`config.mk`:
```
export PLATFORM = sky130hd
export DESIGN_NAME = salc_seq
export DESIGN_NICKNAME = d
export VERILOG_FILES = /design/src/hdl/salc_pkg.sv /design/src/hdl/salc_seq.sv
export SDC_FILE = /design/constraint.sdc
export NUM_CORES = 1
export LEC_CHECK = 0
export ABC_CLOCK_PERIOD_IN_PS = 6700
export BUFFER_PORTS_ARGS = -buffer_cell sky130_fd_sc_hd__buf_2
export CORE_ASPECT_RATIO = 0.5
export CORE_MARGIN = 2
export CORE_UTILIZATION = 35
export CTS_BUF_LIST = sky130_fd_sc_hd__clkbuf_16
export DETAILED_ROUTE_END_ITERATION = 7
export PLACE_DENSITY = 0.59
export SLEW_MARGIN = 20
export SYNTH_ARGS = -nofsm -noshare
export SYNTH_HDL_FRONTEND = slang
export SYNTH_SLANG_ARGS = --single-unit
```
`constraint.sdc`:
```
create_clock -name i_clk -period 6.7 [get_ports i_clk]
set_clock_uncertainty 0.15 [all_clocks]
set_input_delay 1.675 -clock i_clk [delete_from_list [all_inputs] [get_ports i_clk]]
set_output_delay 1.675 -clock i_clk [all_outputs]
set_load 0.03 [all_outputs]
```
`src/hdl/salc_pkg.sv`:
```
// ============================================================================
// salc_pkg: shared types and constants of the LRU cache lookup
// Configuration widths, register indexes, outcome codes and the command
// bundle that the sequencer sends to the line store.
// ============================================================================
package salc_pkg;

    // default geometry
    localparam int DEF_MAX_SET_BITS = 6;
    localparam int DEF_WAYS         = 4;
    localparam int DEF_ADDR_WIDTH   = 64;

    // port widths fixed by the item formats
    localparam int IN_DATA_W  = 64;
    localparam int OUT_DATA_W = 8;
    localparam int OUTCOME_W  = 2;

    // configuration port
    localparam int CFG_IDX_W  = 2;
    localparam int CFG_DATA_W = 6;
    localparam int SB_CFG_W   = 3;
    localparam int OB_CFG_W   = 6;
    localparam int WAYS_CFG_W = 3;
    localparam int SB_W       = 4;   // holds a set bit count up to 15
    localparam int SHAMT_W    = 7;   // set bits plus offset bits

    localparam logic [CFG_IDX_W-1:0] CFG_SET_BITS    = 2'd0;
    localparam logic [CFG_IDX_W-1:0] CFG_OFFSET_BITS = 2'd1;
    localparam logic [CFG_IDX_W-1:0] CFG_WAYS_IN_USE = 2'd2;

    localparam logic [SB_CFG_W-1:0]   RST_SET_BITS    = 3'd4;
    localparam logic [OB_CFG_W-1:0]   RST_OFFSET_BITS = 6'd4;
    localparam logic [WAYS_CFG_W-1:0] RST_WAYS_IN_USE = 3'd4;
    localparam logic [OB_CFG_W-1:0]   MAX_OFFSET_BITS = 6'd32;

    // lookup outcome codes
    typedef enum logic [OUTCOME_W-1:0] {
        OUT_HIT   = 2'd0,
        OUT_FILL  = 2'd1,
        OUT_EVICT = 2'd2
    } t_outcome;

    // sequencer to line store
    typedef struct packed {
        logic rd_en;      // read tag, rank and valid of one line
        logic rank_we;    // write the rank of one line
        logic line_we;    // write the tag of one line and mark it valid
        logic clear_all;  // drop every valid bit
    } t_store_cmd;

endpackage

```
`src/hdl/salc_seq.sv`:
```
// ============================================================================
// salc_seq: lookup sequencer of the cache lookup
// Holds the configuration, splits the address, walks the ways of one set
// through a single tag and rank compare unit, then walks them again to
// write the updated ranks and the new line. Drives the result register.
// ============================================================================
module salc_seq #(
    parameter int MAX_SET_BITS = 6,
    parameter int WAYS         = 4,
    parameter int ADDR_WIDTH   = 64,
    parameter int SET_W        = 6,
    parameter int LINE_W       = 8,
    parameter int RANK_W       = 2
) (
    input  logic                                i_clk,
    input  logic                                i_rst_n,
    // configuration
    input  logic                                i_cfg_we,
    input  logic [salc_pkg::CFG_IDX_W-1:0]      i_cfg_index,
    input  logic [salc_pkg::CFG_DATA_W-1:0]     i_cfg_data,
    // input items
    input  logic                                i_s_valid,
    output logic                                o_s_ready,
    input  logic [salc_pkg::IN_DATA_W-1:0]      i_s_addr,
    // result items
    output logic                                o_m_valid,
    input  logic                                i_m_ready,
    output logic [salc_pkg::OUTCOME_W-1:0]      o_m_outcome,
    // line store
    output salc_pkg::t_store_cmd                o_cmd,
    output logic [LINE_W-1:0]                   o_line_addr,
    output logic [ADDR_WIDTH-1:0]               o_wr_tag,
    output logic [RANK_W-1:0]                   o_wr_rank,
    input  logic                                i_rd_valid,
    input  logic [ADDR_WIDTH-1:0]               i_rd_tag,
    input  logic [RANK_W-1:0]                   i_rd_rank
);
    import salc_pkg::*;

    localparam int WAY_W = (WAYS > 1) ? $clog2(WAYS) : 1;
    localparam int CNT_W = $clog2(WAYS + 1);

    typedef enum logic [4:0] {
        S_IDLE   = 5'b00001,
        S_SCAN   = 5'b00010,
        S_DECIDE = 5'b00100,
        S_UPDATE = 5'b01000,
        S_FINISH = 5'b10000
    } t_state;

    t_state r_state, n_state;

    // configuration registers
    logic [SB_CFG_W-1:0]   r_cfg_sb;
    logic [OB_CFG_W-1:0]   r_cfg_ob;
    logic [WAYS_CFG_W-1:0] r_cfg_ways;
    logic                  cfg_hit;

    // item context
    logic [ADDR_WIDTH-1:0] r_tag, n_tag;
    logic [LINE_W-1:0]     r_base, n_base;
    logic [CNT_W-1:0]      r_nways, n_nways;
    logic [CNT_W-1:0]      r_cnt, n_cnt;
    logic                  r_pend, n_pend;
    logic [WAY_W-1:0]      r_pend_way, n_pend_way;

    // scan accumulators
    logic                  r_hit, n_hit;
    logic [WAY_W-1:0]      r_hit_way, n_hit_way;
    logic [RANK_W-1:0]     r_hit_rank, n_hit_rank;
    logic                  r_inv, n_inv;
    logic [WAY_W-1:0]      r_inv_way, n_inv_way;
    logic [CNT_W-1:0]      r_nvalid, n_nvalid;
    logic [WAY_W-1:0]      r_vic_way, n_vic_way;
    logic [RANK_W-1:0]     r_vic_rank, n_vic_rank;
    logic [RANK_W-1:0]     r_rank_buf [WAYS];
    logic [WAYS-1:0]       r_vbuf;

    // decision
    logic [WAY_W-1:0]      r_target, n_target;
    logic [CNT_W-1:0]      r_old, n_old;
    t_outcome              r_outcome, n_outcome;

    // result register
    logic                  r_out_valid, n_out_valid;
    t_outcome              r_out_data, n_out_data;

    // address split
    logic [SB_W-1:0]       sb;
    logic [OB_CFG_W-1:0]   ob;
    logic [ADDR_WIDTH-1:0] addr_m;
    logic [ADDR_WIDTH-1:0] addr_sh;
    logic [SET_W-1:0]      idx_keep;
    logic [SET_W-1:0]      set_idx;
    logic [SHAMT_W-1:0]    tag_shamt;
    logic [CNT_W-1:0]      nways_eff;

    // update datapath
    logic [WAY_W-1:0]      cur_way;
    logic [RANK_W-1:0]     cur_rank;
    logic                  cur_valid;
    logic                  is_target;
    logic                  proc_cap;

    // configuration registers: to be written only while idle, a rule on the user that the block does not enforce
    always_comb begin
        cfg_hit = 1'b0;
        case (i_cfg_index)
            CFG_SET_BITS, CFG_OFFSET_BITS, CFG_WAYS_IN_USE: cfg_hit = i_cfg_we;
            default:                                        cfg_hit = 1'b0;
        endcase
    end

    always_ff @(posedge i_clk) begin
        if (!i_rst_n) begin
            r_cfg_sb   <= RST_SET_BITS;
            r_cfg_ob   <= RST_OFFSET_BITS;
            r_cfg_ways <= RST_WAYS_IN_USE;
        end else if (i_cfg_we) begin
            case (i_cfg_index)
                CFG_SET_BITS:    r_cfg_sb   <= i_cfg_data[SB_CFG_W-1:0];
                CFG_OFFSET_BITS: r_cfg_ob   <= i_cfg_data[OB_CFG_W-1:0];
                CFG_WAYS_IN_USE: r_cfg_ways <= i_cfg_data[WAYS_CFG_W-1:0];
                default: ;
            endcase
        end
    end

    // clamp configuration and split the incoming address
    always_comb begin
        if (32'(r_cfg_sb) > MAX_SET_BITS) sb = SB_W'(MAX_SET_BITS);
        else                              sb = SB_W'(r_cfg_sb);
        if (r_cfg_ob > MAX_OFFSET_BITS)   ob = MAX_OFFSET_BITS;
        else                              ob = r_cfg_ob;
        if (r_cfg_ways == '0)             nways_eff = CNT_W'(1);
        else if (32'(r_cfg_ways) > WAYS)  nways_eff = CNT_W'(WAYS);
        else                              nways_eff = CNT_W'(r_cfg_ways);

        addr_m    = i_s_addr[ADDR_WIDTH-1:0];
        addr_sh   = addr_m >> ob;
        idx_keep  = ~({SET_W{1'b1}} << sb);
        set_idx   = addr_sh[SET_W-1:0] & idx_keep;
        tag_shamt = SHAMT_W'(sb) + SHAMT_W'(ob);
    end

    // update walk: new rank of the current way
    always_comb begin
        cur_way   = r_cnt[WAY_W-1:0];
        cur_rank  = r_rank_buf[cur_way];
        cur_valid = r_vbuf[cur_way];
        is_target = (cur_way == r_target);
        if (is_target) begin
            o_wr_rank = '0;
        end else if (cur_valid && (CNT_W'(cur_rank) < r_old)) begin
            o_wr_rank = RANK_W'(cur_rank + 1'b1);
        end else begin
            o_wr_rank = cur_rank;
        end
    end

    assign o_line_addr = r_base + LINE_W'(r_cnt[WAY_W-1:0]);
    assign o_wr_tag    = r_tag;
    assign o_s_ready   = (r_state == S_IDLE);
    assign o_m_valid   = r_out_valid;
    assign o_m_outcome = r_out_data;
    assign proc_cap    = (r_state == S_SCAN) && r_pend;

    // sequencer
    always_comb begin
        n_state     = r_state;
        n_tag       = r_tag;
        n_base      = r_base;
        n_nways     = r_nways;
        n_cnt       = r_cnt;
        n_pend      = 1'b0;
        n_pend_way  = r_pend_way;
        n_hit       = r_hit;
        n_hit_way   = r_hit_way;
        n_hit_rank  = r_hit_rank;
        n_inv       = r_inv;
        n_inv_way   = r_inv_way;
        n_nvalid    = r_nvalid;
        n_vic_way   = r_vic_way;
        n_vic_rank  = r_vic_rank;
        n_target    = r_target;
        n_old       = r_old;
        n_outcome   = r_outcome;
        n_out_valid = r_out_valid && !i_m_ready;
        n_out_data  = r_out_data;
        o_cmd       = '0;
        o_cmd.clear_all = cfg_hit;

        case (r_state)
            S_IDLE: begin
                // take an item and reset the walk
                if (i_s_valid) begin
                    n_tag    = addr_m >> tag_shamt;
                    n_base   = LINE_W'(LINE_W'(set_idx) * LINE_W'(WAYS));
                    n_nways  = nways_eff;
                    n_cnt    = '0;
                    n_hit    = 1'b0;
                    n_inv    = 1'b0;
                    n_nvalid = '0;
                    n_state  = S_SCAN;
                end
            end
            S_SCAN: begin
                // issue the next way read
                if (r_cnt != r_nways) begin
                    o_cmd.rd_en = 1'b1;
                    n_pend      = 1'b1;
                    n_pend_way  = r_cnt[WAY_W-1:0];
                    n_cnt       = r_cnt + 1'b1;
                end else if (!r_pend) begin
                    n_state = S_DECIDE;
                end
                // compare the way read last cycle
                if (r_pend) begin
                    if (i_rd_valid && (i_rd_tag == r_tag) && !r_hit) begin
                        n_hit      = 1'b1;
                        n_hit_way  = r_pend_way;
                        n_hit_rank = i_rd_rank;
                    end
                    if (!i_rd_valid && !r_inv) begin
                        n_inv     = 1'b1;
                        n_inv_way = r_pend_way;
                    end
                    if (i_rd_valid) begin
                        n_nvalid = r_nvalid + 1'b1;
                    end
                    if ((r_pend_way == '0) || (i_rd_rank > r_vic_rank)) begin
                        n_vic_way  = r_pend_way;
                        n_vic_rank = i_rd_rank;
                    end
                end
            end
            S_DECIDE: begin
                // pick the way to touch and its former rank
                if (r_hit) begin
                    n_target  = r_hit_way;
                    n_old     = CNT_W'(r_hit_rank);
                    n_outcome = OUT_HIT;
                end else if (r_inv) begin
                    n_target  = r_inv_way;
                    n_old     = r_nvalid;
                    n_outcome = OUT_FILL;
                end else begin
                    n_target  = r_vic_way;
                    n_old     = CNT_W'(r_vic_rank);
                    n_outcome = OUT_EVICT;
                end
                n_cnt   = '0;
                n_state = S_UPDATE;
            end
            S_UPDATE: begin
                // write back one way per cycle
                o_cmd.rank_we = is_target || cur_valid;
                o_cmd.line_we = is_target && (r_outcome != OUT_HIT);
                n_cnt         = r_cnt + 1'b1;
                if (r_cnt == r_nways - 1'b1) begin
                    n_state = S_FINISH;
                end
            end
            S_FINISH: begin
                // hand over the result once the output register is free
                if (!r_out_valid || i_m_ready) begin
                    n_out_valid = 1'b1;
                    n_out_data  = r_outcome;
                    n_state     = S_IDLE;
                end
            end
            default: begin
                n_state = S_IDLE;
            end
        endcase
    end

    // control state
    always_ff @(posedge i_clk) begin
        if (!i_rst_n) begin
            r_state     <= S_IDLE;
            r_pend      <= 1'b0;
            r_out_valid <= 1'b0;
        end else begin
            r_state     <= n_state;
            r_pend      <= n_pend;
            r_out_valid <= n_out_valid;
        end
    end

    // payload and walk state
    always_ff @(posedge i_clk) begin
        r_tag      <= n_tag;
        r_base     <= n_base;
        r_nways    <= n_nways;
        r_cnt      <= n_cnt;
        r_pend_way <= n_pend_way;
        r_hit      <= n_hit;
        r_hit_way  <= n_hit_way;
        r_hit_rank <= n_hit_rank;
        r_inv      <= n_inv;
        r_inv_way  <= n_inv_way;
        r_nvalid   <= n_nvalid;
        r_vic_way  <= n_vic_way;
        r_vic_rank <= n_vic_rank;
        r_target   <= n_target;
        r_old      <= n_old;
        r_outcome  <= n_outcome;
        r_out_data <= n_out_data;
        if (proc_cap) begin
            r_rank_buf[r_pend_way] <= i_rd_rank;
            r_vbuf[r_pend_way]     <= i_rd_valid;
        end
    end

endmodule

```
; ---- Word level (Yosys, flattened, before mapping)
; Memory sizes are Yosys's and may differ from the RTL's. A register that Yosys moved wholly into a read port is not among the register bits.
; Cells that the tools add are included.
[op_classes]
n_addsub = 6
order_cmp = 8
n_eq_ne = 21
shift = 3
muxes = 43
bitwise_logic = 3
reduce_logical = 39
[op_table]
columns = op, count
row1 = $eq 64x64->1, 1
row2 = $shr 64x6->6, 1
row3 = $shr 64x7->64, 1
row4 = $mux 5, 5
row5 = $pmux 5 s5, 1
row6 = $mux 2, 9
row7 = $mux 3, 6
row8 = $mux 1, 14
row9 = $ne 2x2->1 const B, 7
row10 = $pmux 3 s4, 1
row11 = $reduce_and 2->1, 6
row12 = $reduce_and 3->1, 4
row13 = $reduce_and 4->1, 3
row14 = $add 8x2->8, 1
row15 = $logic_and 1x1->1, 8
row16 = $add 4x6->7, 1
row17 = $add 3x1->3 const B, 2
row18 = $and 6x6->6, 1
row19 = $gt 3x3->1 const B, 2
row20 = $gt 6x6->1 const B, 1
row21 = $lt 2x3->1 const B, 2
row22 = $mux 6, 1
row23 = $ne 2x1->1 const B, 3
row24 = $not 6->6, 1
row25 = other kinds (31), 41
[totals]
ff_bits = 125
mem_bits_rw = 8
inputBits = 144
out_inout_bits = 82
elab_cells = 150
n_memories = 1
[memory_table]
columns = memory, words, word_bits, read_ports, rd_clocked_by_memory_dff, write_ports, line
row1 = r_rank_buf, 4, 2, 1, 1, 1, salc_seq.sv:76  ; logic [RANK_W-1:0] r_rank_buf [WAYS];

; ---- Longest topological paths before layout
[depth]
ltp_word = 6
mapped_depth = 17
depth_no_buf = 11

; ---- Least setup slack after synthesis
; Ideal clock, no wire load.
[synth_timing]
kind = input port to flip-flop
startpoint = in i_s_valid
endpoint = reg r_inv (enable)
setup_ns = 0.296
t_arrival_ns = 3.496
required_ns = 6.254
setup_slack_ns = 2.758
path_stages = 3
n_path_buf = 0
cell_sequence = nand2_1 inv_1 or2_2
[synth_via]
elab_chain_len = 2
[synth_lines]
columns = element, line
row1 = "start, declared", salc_seq.sv:22  ; input logic i_s_valid,
row2 = $ne 2x2->1 (no source line), -
row3 = $reduce_and 4->1 (no source line), -
row4 = "end signal, assigned", salc_seq.sv:301  ; r_inv <= n_inv;
row5 = "end, declared", salc_seq.sv:71  ; logic r_inv, n_inv;
; Every way passes these cells.
; A chain may end at the register's enable or synchronous reset.

; ---- Worst setup path in the final report
[layout_timing]
startpoint = reg r_cfg_ob[5]
endpoint = reg r_tag[0], in the netlist o_wr_tag[0] (data pin)
[layout_via]
elab_chain_len = 4
[layout_lines]
columns = element, line
row1 = "start, declared", salc_seq.sv:55  ; logic [OB_CFG_W-1:0] r_cfg_ob;
row2 = "start signal, assigned", salc_seq.sv:122  ; CFG_OFFSET_BITS: r_cfg_ob <= i_cfg_data[OB_CFG_W-1:0];
row3 = $gt 6x6->1, salc_seq.sv:133  ; if (r_cfg_ob > MAX_OFFSET_BITS) ob = MAX_OFFSET_BITS;
row4 = $mux 6 *, salc_seq.sv:133
row5 = $add 4x6->7 *, salc_seq.sv:143  ; tag_shamt = SHAMT_W'(sb) + SHAMT_W'(ob);
row6 = $shr 64x7->64 *, salc_seq.sv:197  ; n_tag = addr_m >> tag_shamt;
row7 = "end signal, assigned", salc_seq.sv:293  ; r_tag <= n_tag;
row8 = "end, declared", salc_seq.sv:60  ; logic [ADDR_WIDTH-1:0] r_tag, n_tag;
; Mark *: on every way between the ends. The rest lies on a longest branch, timed or not.

==> flow_summary.yaml <==
run_status:
  status: "complete, no violations"
global_route:
  grt_overflow_total: 0
  grt_pass1_vias: 10510
  grt_usage_pct: 26.41
  grt_max_degree: 47
  grt_pass1_wl_um: 67920
  antenna_found_initial: 1
cts:
  cts_setup_buffers: 0
  ctsResizeCount: 0
  root_buffer: "clkbuf_16"
  cts_sinks: 135
  clk_pin_slew_ps: 70
  postCtsHoldBufs: 0
  cts_buffer_depth: 2
  numCtsBuffers: 17
  cts_htree_levels: 4
  cts_tree: "done"
  clock_latency_ps: 450
floorplan:
  die_h_um: 131.7
  dieArea_um2: 34140
  die_w_um: 259.3
  start_util_pct: 35.78
  core-area_um2: 31890
  rows: 46
  pin_count: 226
critical_path:
  cp-start-kind: "register"
  critPathArrivalTime_ps: 5580
  worstPathRequired_ps: 6700
  cp_slowest_cell: "a222oi_1"
  critPathKind: "register to register"
  path_max_fanout: 22
  crit_path_max_incr_delay_ps: 990
  crit_family: "compound AO/OA/AOI/OAI gates"
  crit_buf_inv: 2
  cp_cell_sequence: "inv_1, nand2_1, inv_1, ha_1, or2_2, o211ai_4, nor2_1, a222oi_1, nor3_1, nor3_1, o221ai_1"
  end_kind: "register"
routing:
  wl_met1_um: 20460
  detail-route-antenna-nets: 0
  wirelength_um: 45320
  dr_wl_met2_um: 20310
  firstDrtPassIters: 7
  drc: 0
  wl_per_cell_um: 26.01
  wl_met3_um: 3721
  dr.max_layer_used: "met5"
  dr.first_iter.drc_count: 1288
  num_vias: 10590
  vias_per_cell: 6.080
sta:
  slew_headroom_pct: 23.93
  hold_viol: 0
  fmax_mhz: 179.1
  tightestPinTransition_ps: 1137
  fin_tns_setup_ps: 0
  setup_viol: 0
  post-route-min-period_ps: 5584
  finalCritPeriodShare_pct: 83.35
  slew_viol_final: 0
  finalWorstSetupSlack_ps: 1116
  grt_setup_unrepaired: "false"
  hold_ws_ps: 339.9
synthesis:
  seq_area_frac_synth_pct: 33.70
  synth.most_common_cell: "mux2i_1"
  synth-seq-cells: 135
  synth_nets: 1264
  ys_warn_count: 0
  synth.top_cell.area_share_pct: 30.01
  synth-edff-count: 114
  yosysUniqueCellTypes: 90
  yosys.area.top_type: "edfxtp_1"
  postSynth.asyncResetShare_pct: 0
  synthTopCellsByArea: "edfxtp_1 30%, mux2i_1 11%, mux4_2 10%, dfxtp_1 3.7%, xnor2_1 3.3%"
  avgSynthCellArea_um2: 10.29
  netlist_instances: 1109
  synth_ff_type: "edfxtp_1"
  synth.cell_area_um2: 11410
  synth.top_cells.by_count: "131 x mux2i_1, 114 x edfxtp_1, 96 x nand2_1, 57 x nor2_1, 53 x mux4_2"
placed_design:
  io_buffers: 225
  place_area_um2: 12890
  post-place-ws_ps: 1284
  placedCellCount: 1709
  gp_congestion: 0.9630
  dp_hpwl_um: 35920
cells_and_area:
  stdcell_count: 1742
  fin_nets: 1452
  syn2layout_area_growth_pct: 18.60
  ff_latch_area_um2: 3844
  drive_above_1_share_pct: 29.31
  fin_area_um2: 13530
  antenna_cells: 0
  multi_input_area_um2: 7051
  num-fill-cells: 3093
  fin_util_pct: 42.43
power:
  p_leak_nw: 5.176
  power_mw: 3.967
  power.density_nw_per_um2: 293.3
  ir_drop_mv: 0.1462
hold_path:
  hp-class: "register to register"
flow_run:
  drv_cap: 0
registers in the layout, indices dropped and copies added, names as in the netlist, 3 cells and up, named ones only:
register and cells:
r_cfg_ways 3, r_cfg_ob 6, r_cnt 3, r_vbuf 4, o_wr_tag 64, r_base 6, r_rank_buf 8, r_nvalid 3
r_state 5, r_nways 3, r_old 3, r_cfg_sb 3
layout by cell type, fill, tap and decap left out, drive strengths merged, types with 11 or more instances in the layout:
cell type,count
mux2,19
and2,18
buf,248
edfxtp,114
a22o,13
ha,11
o211ai,23
and3,13
o221ai,17
a21oi,39
nor3,20
o21ai,33
inv,49
xnor2,45
mux4,54
a22oi,13
xor2,14
nor2,58
mux2i,131
nand3,31
nand4,15
dfxtp,21
nand3b,11
nor2b,21
o22ai,28
nand2,96
clkbuf,17
path summary, 6_finish.rpt:
check | start | slack [ps] | end | cells after the start
max | r_cfg_ob[5] | 1120 | o_wr_tag[0] | 11
max reg2reg | r_cfg_ob[5] | 1120 | o_wr_tag[0] | 11
min reg2reg | r_outcome[0] | 340 | o_m_outcome[0] | 0
min | r_outcome[0] | 340 | o_m_outcome[0] | 0
worst reg2reg max path, delay by kind of cell, from the launching register on:
| kind | cells | cell delay, ps |
|---|---|---|
| AO/OA/AOI/OAI | 3 | 1820 |
| adder cells (fa/ha/maj) | 1 | 440 |
| buffers and inverters | 2 | 570 |
| flip-flops | 1 | 760 |
| AND/OR/NAND/NOR | 5 | 1550 |
cell type report:
cell class                 count  area share [%]
sequential                   135           28.41
inverter                      39           1.138
multi-input combinational    856           52.11
clock buffer                  17           3.144
timing repair buffer         248           9.840
clock inverter                15           1.359
tap                          432           3.995
where the power goes:
group	internal [mW]	switching [mW]	total (mW)	leakage, nW
Combinational	0.569	1.09	1.66	3.63
Sequential	1.15	0.169	1.32	1.24
Clock	0.565	0.425	0.990	0.304
Total	2.29	1.68	3.97	5.18
kinds of logic (layout without fill, tap and decap cells):
group / count (synthesis) / count (layout) / share of synthesized area [%]
multiplexers: 204 / 204 / 24.06
AO/OA/AOI/OAI: 260 / 260 / 16.64
AND/OR/NAND/NOR: 321 / 321 / 14.11
adder cells (fa/ha/maj): 12 / 12 / 1.294
flip-flops: 135 / 135 / 33.70
XOR/XNOR: 59 / 59 / 4.760
buffers and inverters: 118 / 319 / 5.440
routing by layer:
layer,up-vias,track usage (%)
met5,-,0
met4,2,5.715
met2,525,40.90
met3,67,5.015
met1,5290,38.08
li1,4707,-
(Power assumes the default switching activity.)
